`config.mk`:
```
export PLATFORM = sky130hd
export DESIGN_NAME = gnss_binary_and_text_deframer_core
export DESIGN_NICKNAME = d
export VERILOG_FILES = /design/src/hdl/gbtd_pkg.sv /design/src/hdl/gbtd_step.sv /design/src/hdl/gnss_binary_and_text_deframer_core.sv
export SDC_FILE = /design/constraint.sdc
export NUM_CORES = 1
export LEC_CHECK = 0
export BUFFER_PORTS_ARGS = -buffer_cell sky130_fd_sc_hd__buf_2
export CAP_MARGIN = 20
export CORE_MARGIN = 2
export CORE_UTILIZATION = 25
export CTS_BUF_LIST = sky130_fd_sc_hd__clkbuf_8
export CTS_CLUSTER_DIAMETER = 60
export DETAILED_ROUTE_END_ITERATION = 7
export PLACE_DENSITY_LB_ADDON = 0.25
export SLEW_MARGIN = 25
export SYNTH_ARGS = -nofsm -noshare
export SYNTH_HDL_FRONTEND = slang
export SYNTH_HIERARCHICAL = 1
export SYNTH_SLANG_ARGS = --single-unit
export TNS_END_PERCENT = 30
```
`constraint.sdc`:
```
create_clock -name clk -period 4.2 [get_ports clk]
set_input_delay 0.42 -clock clk [delete_from_list [all_inputs] [get_ports clk]]
set_output_delay 0.42 -clock clk [all_outputs]
set_load 0.005 [all_outputs]
```
`src/hdl/gbtd_pkg.sv`:
```
`timescale 1ns / 1ps

package gbtd_pkg;

    localparam int MAX_PAYLOAD = 512;
    localparam int NMEA_LINE   = 128;

    localparam int LEN_W   = 16;
    localparam int COUNT_W = $clog2(MAX_PAYLOAD + 1);
    localparam int TEXT_W  = $clog2(NMEA_LINE);

    localparam logic [7:0] SYNC_A    = 8'hB5;
    localparam logic [7:0] SYNC_B    = 8'h62;
    localparam logic [7:0] CHAR_DOLLAR = 8'h24;
    localparam logic [7:0] CHAR_CR   = 8'h0D;
    localparam logic [7:0] CHAR_LF   = 8'h0A;

    // a line store of one character is already full after the '$'
    localparam logic DOLLAR_FILLS = (NMEA_LINE - 1 <= 1);

    typedef enum logic [1:0] {
        KIND_PAYLOAD   = 2'd0,
        KIND_FRAME_END = 2'd1,
        KIND_TEXT_CHAR = 2'd2,
        KIND_LINE_END  = 2'd3
    } gbtd_kind_t;

    typedef enum logic [3:0] {
        PH_HUNT    = 4'd0,
        PH_SYNC_B  = 4'd1,
        PH_CLASS   = 4'd2,
        PH_ID      = 4'd3,
        PH_LEN_LO  = 4'd4,
        PH_LEN_HI  = 4'd5,
        PH_PAYLOAD = 4'd6,
        PH_CHECK_A = 4'd7,
        PH_CHECK_B = 4'd8
    } gbtd_phase_t;

    typedef struct packed {
        gbtd_phase_t        phase;
        logic [7:0]         held_class;
        logic [7:0]         held_id;
        logic [LEN_W-1:0]   expected_length;
        logic [COUNT_W-1:0] payload_count;
        logic [7:0]         sum_a;
        logic [7:0]         sum_b;
        logic [7:0]         first_check_byte;
        logic [TEXT_W-1:0]  text_length;
    } gbtd_state_t;

    typedef struct packed {
        gbtd_kind_t kind;
        logic [7:0] frame_class;
        logic [7:0] frame_id;
        logic [9:0] frame_length;
        logic [8:0] byte_index;
        logic [7:0] data_byte;
        logic       checksum_ok;
        logic       last;
    } gbtd_result_t;

endpackage

```
`src/hdl/gbtd_step.sv`:
```
`timescale 1ns / 1ps

module gbtd_step (
    input  gbtd_pkg::gbtd_state_t  state,
    input  logic [7:0]             byte_in,
    output gbtd_pkg::gbtd_state_t  state_next,
    output logic                   res_valid,
    output gbtd_pkg::gbtd_result_t res
);
    import gbtd_pkg::*;

    logic [7:0]         sum_a_add;
    logic [7:0]         sum_b_add;
    logic [LEN_W-1:0]   len_full;
    logic [COUNT_W-1:0] count_inc;
    logic [TEXT_W-1:0]  text_inc;
    logic               text_path;

    assign sum_a_add = state.sum_a + byte_in;
    assign sum_b_add = state.sum_b + sum_a_add;
    assign len_full  = {byte_in, state.expected_length[7:0]};
    assign count_inc = state.payload_count + COUNT_W'(1);
    assign text_inc  = state.text_length + TEXT_W'(1);

    always_comb
    begin
        state_next = state;
        res_valid  = 1'b0;
        res        = '0;
        text_path  = 1'b0;

        unique case (state.phase)
            PH_HUNT:
            begin
                if (byte_in == SYNC_A)
                    state_next.phase = PH_SYNC_B;
                else
                    text_path = 1'b1;
            end
            PH_SYNC_B:
            begin
                if (byte_in == SYNC_B)
                    state_next.phase = PH_CLASS;
                else
                begin
                    state_next.phase = PH_HUNT;
                    text_path        = 1'b1;
                end
            end
            PH_CLASS:
            begin
                state_next.held_class = byte_in;
                state_next.sum_a      = byte_in;
                state_next.sum_b      = byte_in;
                state_next.phase      = PH_ID;
            end
            PH_ID:
            begin
                state_next.held_id = byte_in;
                state_next.sum_a   = sum_a_add;
                state_next.sum_b   = sum_b_add;
                state_next.phase   = PH_LEN_LO;
            end
            PH_LEN_LO:
            begin
                state_next.expected_length = {8'h00, byte_in};
                state_next.sum_a           = sum_a_add;
                state_next.sum_b           = sum_b_add;
                state_next.phase           = PH_LEN_HI;
            end
            PH_LEN_HI:
            begin
                state_next.expected_length = len_full;
                state_next.sum_a           = sum_a_add;
                state_next.sum_b           = sum_b_add;
                state_next.payload_count   = '0;
                if (len_full > LEN_W'(MAX_PAYLOAD))
                    state_next.phase = PH_HUNT;
                else if (len_full == '0)
                    state_next.phase = PH_CHECK_A;
                else
                    state_next.phase = PH_PAYLOAD;
            end
            PH_PAYLOAD:
            begin
                state_next.sum_a         = sum_a_add;
                state_next.sum_b         = sum_b_add;
                state_next.payload_count = count_inc;
                res_valid                = 1'b1;
                res.kind                 = KIND_PAYLOAD;
                res.frame_class          = state.held_class;
                res.frame_id             = state.held_id;
                res.frame_length         = state.expected_length[9:0];
                res.byte_index           = state.payload_count[8:0];
                res.data_byte            = byte_in;
                res.last                 = (LEN_W'(count_inc) >= state.expected_length);
                if (res.last)
                    state_next.phase = PH_CHECK_A;
            end
            PH_CHECK_A:
            begin
                state_next.first_check_byte = byte_in;
                state_next.phase            = PH_CHECK_B;
            end
            PH_CHECK_B:
            begin
                state_next.phase = PH_HUNT;
                res_valid        = 1'b1;
                res.kind         = KIND_FRAME_END;
                res.frame_class  = state.held_class;
                res.frame_id     = state.held_id;
                res.frame_length = state.expected_length[9:0];
                res.checksum_ok  = (state.first_check_byte == state.sum_a) &&
                                   (byte_in == state.sum_b);
            end
            default:
            begin
                state_next.phase = PH_HUNT;
                text_path        = 1'b1;
            end
        endcase

        if (text_path)
        begin
            if (byte_in == CHAR_DOLLAR)
            begin
                state_next.text_length = TEXT_W'(1);
                res_valid              = 1'b1;
                res.kind               = KIND_TEXT_CHAR;
                res.data_byte          = byte_in;
                res.last               = DOLLAR_FILLS;
            end
            else if (state.text_length != '0)
            begin
                if ((byte_in == CHAR_CR) || (byte_in == CHAR_LF))
                begin
                    state_next.text_length = '0;
                    res_valid              = 1'b1;
                    res.kind               = KIND_LINE_END;
                    res.frame_length       = 10'(state.text_length);
                    res.data_byte          = byte_in;
                end
                else if (state.text_length < TEXT_W'(NMEA_LINE - 1))
                begin
                    // characters past the line store are dropped silently
                    state_next.text_length = text_inc;
                    res_valid              = 1'b1;
                    res.kind               = KIND_TEXT_CHAR;
                    res.byte_index         = 9'(state.text_length);
                    res.data_byte          = byte_in;
                    res.last               = (text_inc == TEXT_W'(NMEA_LINE - 1));
                end
            end
        end
    end

endmodule

```
`src/hdl/gnss_binary_and_text_deframer_core.sv`:
```
`timescale 1ns / 1ps

// Splits a receiver byte stream into binary frames (sync 0xB5 0x62, class, id,
// little-endian length, payload, two Fletcher-8 check bytes) and '$' text lines.
// One byte is taken per cycle while in_ready is high, and it yields at most one
// result: each payload byte, a frame end with the checksum verdict, each stored
// text character, and a line end on CR or LF. Frames declaring more than 512
// payload bytes are dropped, and line characters beyond 127 are discarded. The
// parser state updates in the accepting cycle and the result lands in an output
// register, seen in the next cycle; in_ready stays high while that register is
// empty or being drained, so the sustained rate is one byte per clock.

module gnss_binary_and_text_deframer_core (
    input  logic       clk,
    input  logic       rst_n,
    input  logic       in_valid,
    output logic       in_ready,
    input  logic [7:0] byte_in,
    output logic       out_valid,
    input  logic       out_ready,
    output logic [1:0] result_kind,
    output logic [7:0] frame_class,
    output logic [7:0] frame_id,
    output logic [9:0] frame_length,
    output logic [8:0] byte_index,
    output logic [7:0] data_byte,
    output logic       checksum_ok,
    output logic       last
);
    import gbtd_pkg::*;

    gbtd_state_t  state_reg;
    gbtd_state_t  state_next;
    gbtd_result_t res_next;
    gbtd_result_t res_reg;
    logic         res_hit;
    logic         out_valid_reg;
    logic         accept;

    assign in_ready = !out_valid_reg || out_ready;
    assign accept   = in_valid && in_ready;

    gbtd_step u_step (
        .state      (state_reg),
        .byte_in    (byte_in),
        .state_next (state_next),
        .res_valid  (res_hit),
        .res        (res_next)
    );

    // all-zero state is hunting with no line open
    always_ff @(posedge clk or negedge rst_n)
    begin
        if (!rst_n)
        begin
            state_reg     <= '0;
            out_valid_reg <= 1'b0;
        end
        else
        begin
            if (accept)
                state_reg <= state_next;
            if (accept)
                out_valid_reg <= res_hit;
            else if (out_ready)
                out_valid_reg <= 1'b0;
        end
    end

    always_ff @(posedge clk)
    begin
        if (accept && res_hit)
            res_reg <= res_next;
    end

    assign out_valid    = out_valid_reg;
    assign result_kind  = res_reg.kind;
    assign frame_class  = res_reg.frame_class;
    assign frame_id     = res_reg.frame_id;
    assign frame_length = res_reg.frame_length;
    assign byte_index   = res_reg.byte_index;
    assign data_byte    = res_reg.data_byte;
    assign checksum_ok  = res_reg.checksum_ok;
    assign last         = res_reg.last;

endmodule
```
* Word level (Yosys, flattened, before mapping)
Index checks and enable logic that the tools add are counted.
Widths: inputs -> output; s select.
** Storage, ports and cells
- Register bits after elaboration :: 125
- Latch bits :: 0
- RAM bits :: 0
- Bits in read-only memories :: 0
- Input bits :: 12
- Logic and storage cells :: 117
- Memories kept :: 0
** Operators by class
- $add $sub $neg :: 4
- Multipliers :: 0
- Divide/modulo/power cells :: 0
- Magnitude comparators :: 3
- Equality and inequality tests :: 18
- Shift-type cells :: 0
- Mux-type cells :: 45
- Bitwise logic cells :: 1
- Reduce and logical (&&, ||, !) cells :: 27
** Operators with widths (count)
- $pmux 16 s2 :: 2
- $mux 27 :: 2
- $pmux 27 s2 :: 1
- $mux 17 :: 2
- $pmux 4 s8 :: 1
- $mux 7 :: 4
- $pmux 10 s2 :: 1
- $mux 19 :: 1
- $mux 1 :: 17
- $add 8x8->8 :: 2
- $eq 4x3->1 const B :: 4
- $eq 8x4->1 const B :: 2
- $eq 8x8->1 :: 2
- $ge 10x16->1 :: 1
- $gt 16x10->1 const B :: 1
- $logic_not 16->1 :: 1
- $mux 8 :: 2
- $mux 2 :: 6
- $reduce_and 2->1 :: 6
- $add 10x1->10 const B :: 1
- $mux 10 :: 1
- $reduce_bool 2->1 :: 5
- $mux 9 :: 1
- $eq 4x2->1 const B :: 2
- 24 further kinds :: 30

* Depth between registers and ports, before layout
- Depth after elaboration :: 9
- Gate-level depth with buffers :: 15
- Mapped depth without buffers :: 15

* Modules after synthesis
The synthesis kept the hierarchy.
** Modules (own cells, without submodules)
- gnss_binary_and_text_deframer_core :: instances 1, cells each 215, area an instance 4441.8 sq um
- gbtd_step :: instances 1, cells each 457, area an instance 3002.9 sq um

* Least setup slack after synthesis
OpenSTA, ideal clock, no wires.
- Path type :: input port to flip-flop
- Start point :: input byte_in[5]
- End point :: register res_reg (netlist bit byte_index[0]), enable pin
- Arrival :: 3.752 ns
- Setup slack :: -0.009 ns
- Stages on the path :: 8
- Path buffers :: 1
- Cells stage by stage :: buf_6 nor4b_4 and4_4 o31a_4 o22a_2 o21ai_0 nand2_1 nor2b_1
** Between the ends
- Cells in the longest elaborated chain, start to end :: 7
- Elaborated cells on any way between the ends :: 14
** Ends and longest elaborated chain
- start, declared :: line gnss_binary_and_text_deframer_core.sv:18 : input logic [7:0] byte_in,
- $eq 8x4->1 :: line gbtd_step.sv:135 : if ((byte_in == CHAR_CR) || (byte_in == CHAR_LF))
- $logic_or 1x1->1 :: line gbtd_step.sv:135
- $mux 1 :: line gbtd_step.sv:135
- $mux 1 :: line gbtd_step.sv:133 : else if (state.text_length != '0)
- $mux 1 :: line gbtd_step.sv:125 : if (byte_in == CHAR_DOLLAR)
- $mux 1 (*) :: line gbtd_step.sv:123 : if (text_path)
- named net res_hit :: line gnss_binary_and_text_deframer_core.sv:36 : logic res_hit;
- $logic_and 1x1->1 (*) :: line gnss_binary_and_text_deframer_core.sv:72 : if (accept && res_hit)
- end signal, assigned :: line gnss_binary_and_text_deframer_core.sv:73 : res_reg <= res_next;
- end, declared :: line gnss_binary_and_text_deframer_core.sv:35 : gbtd_result_t res_reg;
The timed path passes the listed nets; every way through them passes the cells marked *.
A chain may end at the register's enable or synchronous reset.

==> results.py <==
metrics = {
    "cts": {
        "cts.sinks": 125,
        "post_cts_buffers": 0,
        "clockBufferDepth": 2,
        "cts_hold_buf": 0,
        "cts_root_buf": "clkbuf_8",
        "tritoncts": "yes",
        "path_clk_slew_ps": 90,
        "cts-htree-levels": 4,
        "cts_buffers": 17,
        "cts_resized": 0,
        "clk-insertion-delay-late_ps": 450,
    },
    "sta": {
        "worst_slew_pin_slew_ps": 1030,
        "rsz0062_at_grt": "false",
        "relSlewSlack_pct": 31.3,
        "fin_crit_sh_pct": 79.6,
        "fmax_ghz": 0.299,
        "min_period_ps": 3340,
        "hold_violations": 0,
        "skew_ps": 16.4,
        "setup_viol": 0,
        "slew_viol_final": 0,
        "fin_setup_tns_ps": 0,
    },
    "setup_path": {
        "cp-start-kind": "register",
        "r2r-start": "state_reg[23]",
        "arrival_ps": 3680,
        "worstSetupEndpointType": "register",
        "ff2ff_path_depth": 14,
        "r2r-end": "state_reg[22]",
        "required_ps": 4540,
        "r2r_setup_slack_ps": 860,
        "worstSetupPathType": "reg -> reg",
        "crit_fanout": 4,
    },
    "drt": {
        "ant_nets": 0,
        "firstDrtPassIters": 5,
        "drtIter0Drc": 431,
        "viasPerCell": 4.72,
        "drt-total-wl_mm": 19.4,
        "routedWlPerCell_um": 17.2,
        "vias": 5307,
        "drc_errors": 0,
    },
    "final_layout": {
        "num-nets-final": 763,
        "antennaDiodeCount": 0,
        "area_growth_pct": 14.0,
        "utilization_pct": 28.8,
        "drive_above_1_share_pct": 27.9,
        "largest_register_ff_count": 77,
        "design_area_um2": 8490,
    },
    "floorplan": {
        "fp.dieW_um": 177,
        "die-area_um2": 31200,
        "pin_count": 61,
        "die_y_um": 177,
        "core-area_um2": 29500,
        "initial_core_util_pct": 25.3,
        "num_rows": 63,
    },
    "placement": {
        "portBuffers": 60,
        "post_dp_cell_area_um2": 8100,
        "place.gp.congestion": 0.762,
        "hpwl_mm": 13.6,
    },
    "global_route": {
        "grt-ovfl-total": 0,
        "grt_pass1_vias": 5250,
        "grt_pass1_wl_mm": 30.6,
        "antenna_found_initial": 0,
        "grt_max_degree": 62,
        "grt_usage_pct": 12.9,
    },
    "synthesis": {
        "synthFlopType": "dfrtp_1",
        "yosys-top-cells-area": "dfrtp_1 26%, edfxtp_1 19%, mux2_2 9.1%, mux2_4 6.1%, ha_1 4.7%",
        "syn_area_um2": 7440,
        "synthArstFlopShare_pct": 62.4,
        "yosys.area.top_type": "dfrtp_1",
        "avgSynthCellArea_um2": 11.1,
        "yosysUniqueCellTypes": 59,
        "synth_top_area_share_pct": 26.2,
        "ys_seq_area_share_pct": 45.2,
        "synth_edf_count": 47,
        "synth_warnings": 6,
        "syn-num-nets": 714,
        "synthCells": 672,
        "synth_seq_cells": 125,
    },
    "flow_run": {
        "max-cap-violations": 0,
    },
    "power_and_ir_drop": {
        "p_per_area_nw_per_um2": 655,
        "ir_worst_vdd_mv": 0.182,
        "p_leak_uw": 0.00381,
    },
    "status": {
        "status": "complete, no violations",
    },
    "worst_hold_path": {
        "hold_class": "in -> async",
    },
}
-- critical path, stage by stage, from the launching register on --
cell and delay [ps]:
dfrtp_1 430, ha_1 230, fa_1 410, a21o_1 200, a21oi_1 220, o21bai_1 100, a21oi_1 180, xnor2_1 110
ha_1 210, or3_1 370, o211ai_1 100, xnor2_1 160, nor4_1 60, nand4b_1 190, mux2_2 270
-- through the flow --
stage | total power, µW | std cells | worst slack [ps] | hold slack (ps)
finish | 5560 | 1124 | 858 | 20.2
global route | 5990 | 1124 | 682 | 47.9
CTS | 5620 | 1124 | 859 | 43.2
detailed placement | 4530 | 1092 | 616 | 507
global placement | 4510 | 1092 | 665 | 510
floorplan | 3860 | 672 | 892 | 124
-- per-layer routing --
layer	up-vias	global-route usage, %	wire [µm]
met3	8	2.78	669
met1	2643	17.9	9360
met5	-	0	0
met2	110	20.5	9200
li1	2546	-	-
met4	0	2.72	140
-- layout by cell type (no fill, tap or decap), types with 17 or more instances in the layout --
cell / Yosys / layout
mux2_4: 30 / 30
a22o_1: 17 / 17
edfxtp_1: 47 / 47
ha_1: 28 / 28
buf_2: 14 / 59
o21ai_0: 40 / 40
mux2_2: 60 / 60
nor2_1: 39 / 38
inv_1: 20 / 20
xor2_1: 26 / 26
a21oi_1: 25 / 25
and2_1: 20 / 20
dfrtp_1: 78 / 78
clkbuf_8: 0 / 17
nand2_1: 63 / 63
-- logic make-up after synthesis --
family | synth area share [%]
XOR/XNOR | 4.71
buffers and inverters | 4.02
flip-flops | 45.2
multiplexers | 15.3
adder cells (fa/ha/maj) | 5.24
AO/OA/AOI/OAI | 12.9
AND/OR/NAND/NOR | 12.7
-- worst max path at each step --
| stage | from | to | slack, ps |
|---|---|---|---|
| final | state_reg[23] | state_reg[22] | 860 |
| after CTS | state_reg[23] | state_reg[22] | 860 |
| after floorplan | byte_in[5] | byte_index[0] | 890 |
| after global placement | byte_in[0] | state_reg[22] | 670 |
| after detailed placement | byte_in[0] | state_reg[22] | 620 |
| after global routing | state_reg[23] | state_reg[22] | 680 |
-- synth_stat cells (all sizes together), types with 3 or more instances --
cell    count
a21o       14
a21oi      25
a221o      14
a22o       17
and2       20
and3        8
buf        23
clkbuf     15
dfrtp      78
edfxtp     47
ha         28
inv        21
mux2       90
nand2      65
nand2b      4
nand3      13
nand4       4
nor2       42
nor2b       4
nor3       10
nor4        8
o211ai      3
o21a        4
o21ai      41
o22ai       3
or3         3
xnor2      14
xor2       26
-- power by group --
part,switching (µW),internal (µW)
Combinational,1220,1180
Clock,580,490
Sequential,352,1730
-- final cells by class --
| class | instances | area, µm² |
|---|---|---|
| Tap cell | 390 | 488 |
| Inverter | 21 | 78.8 |
| Sequential cell | 125 | 3360 |
| Timing Repair Buffer | 68 | 375 |
| Clock buffer | 17 | 234 |
| Multi-Input combinational cell | 488 | 3800 |
| Fill cell | 3117 | 21000 |
| Clock inverter | 15 | 153 |
Power figures use the tool's default switching activity.
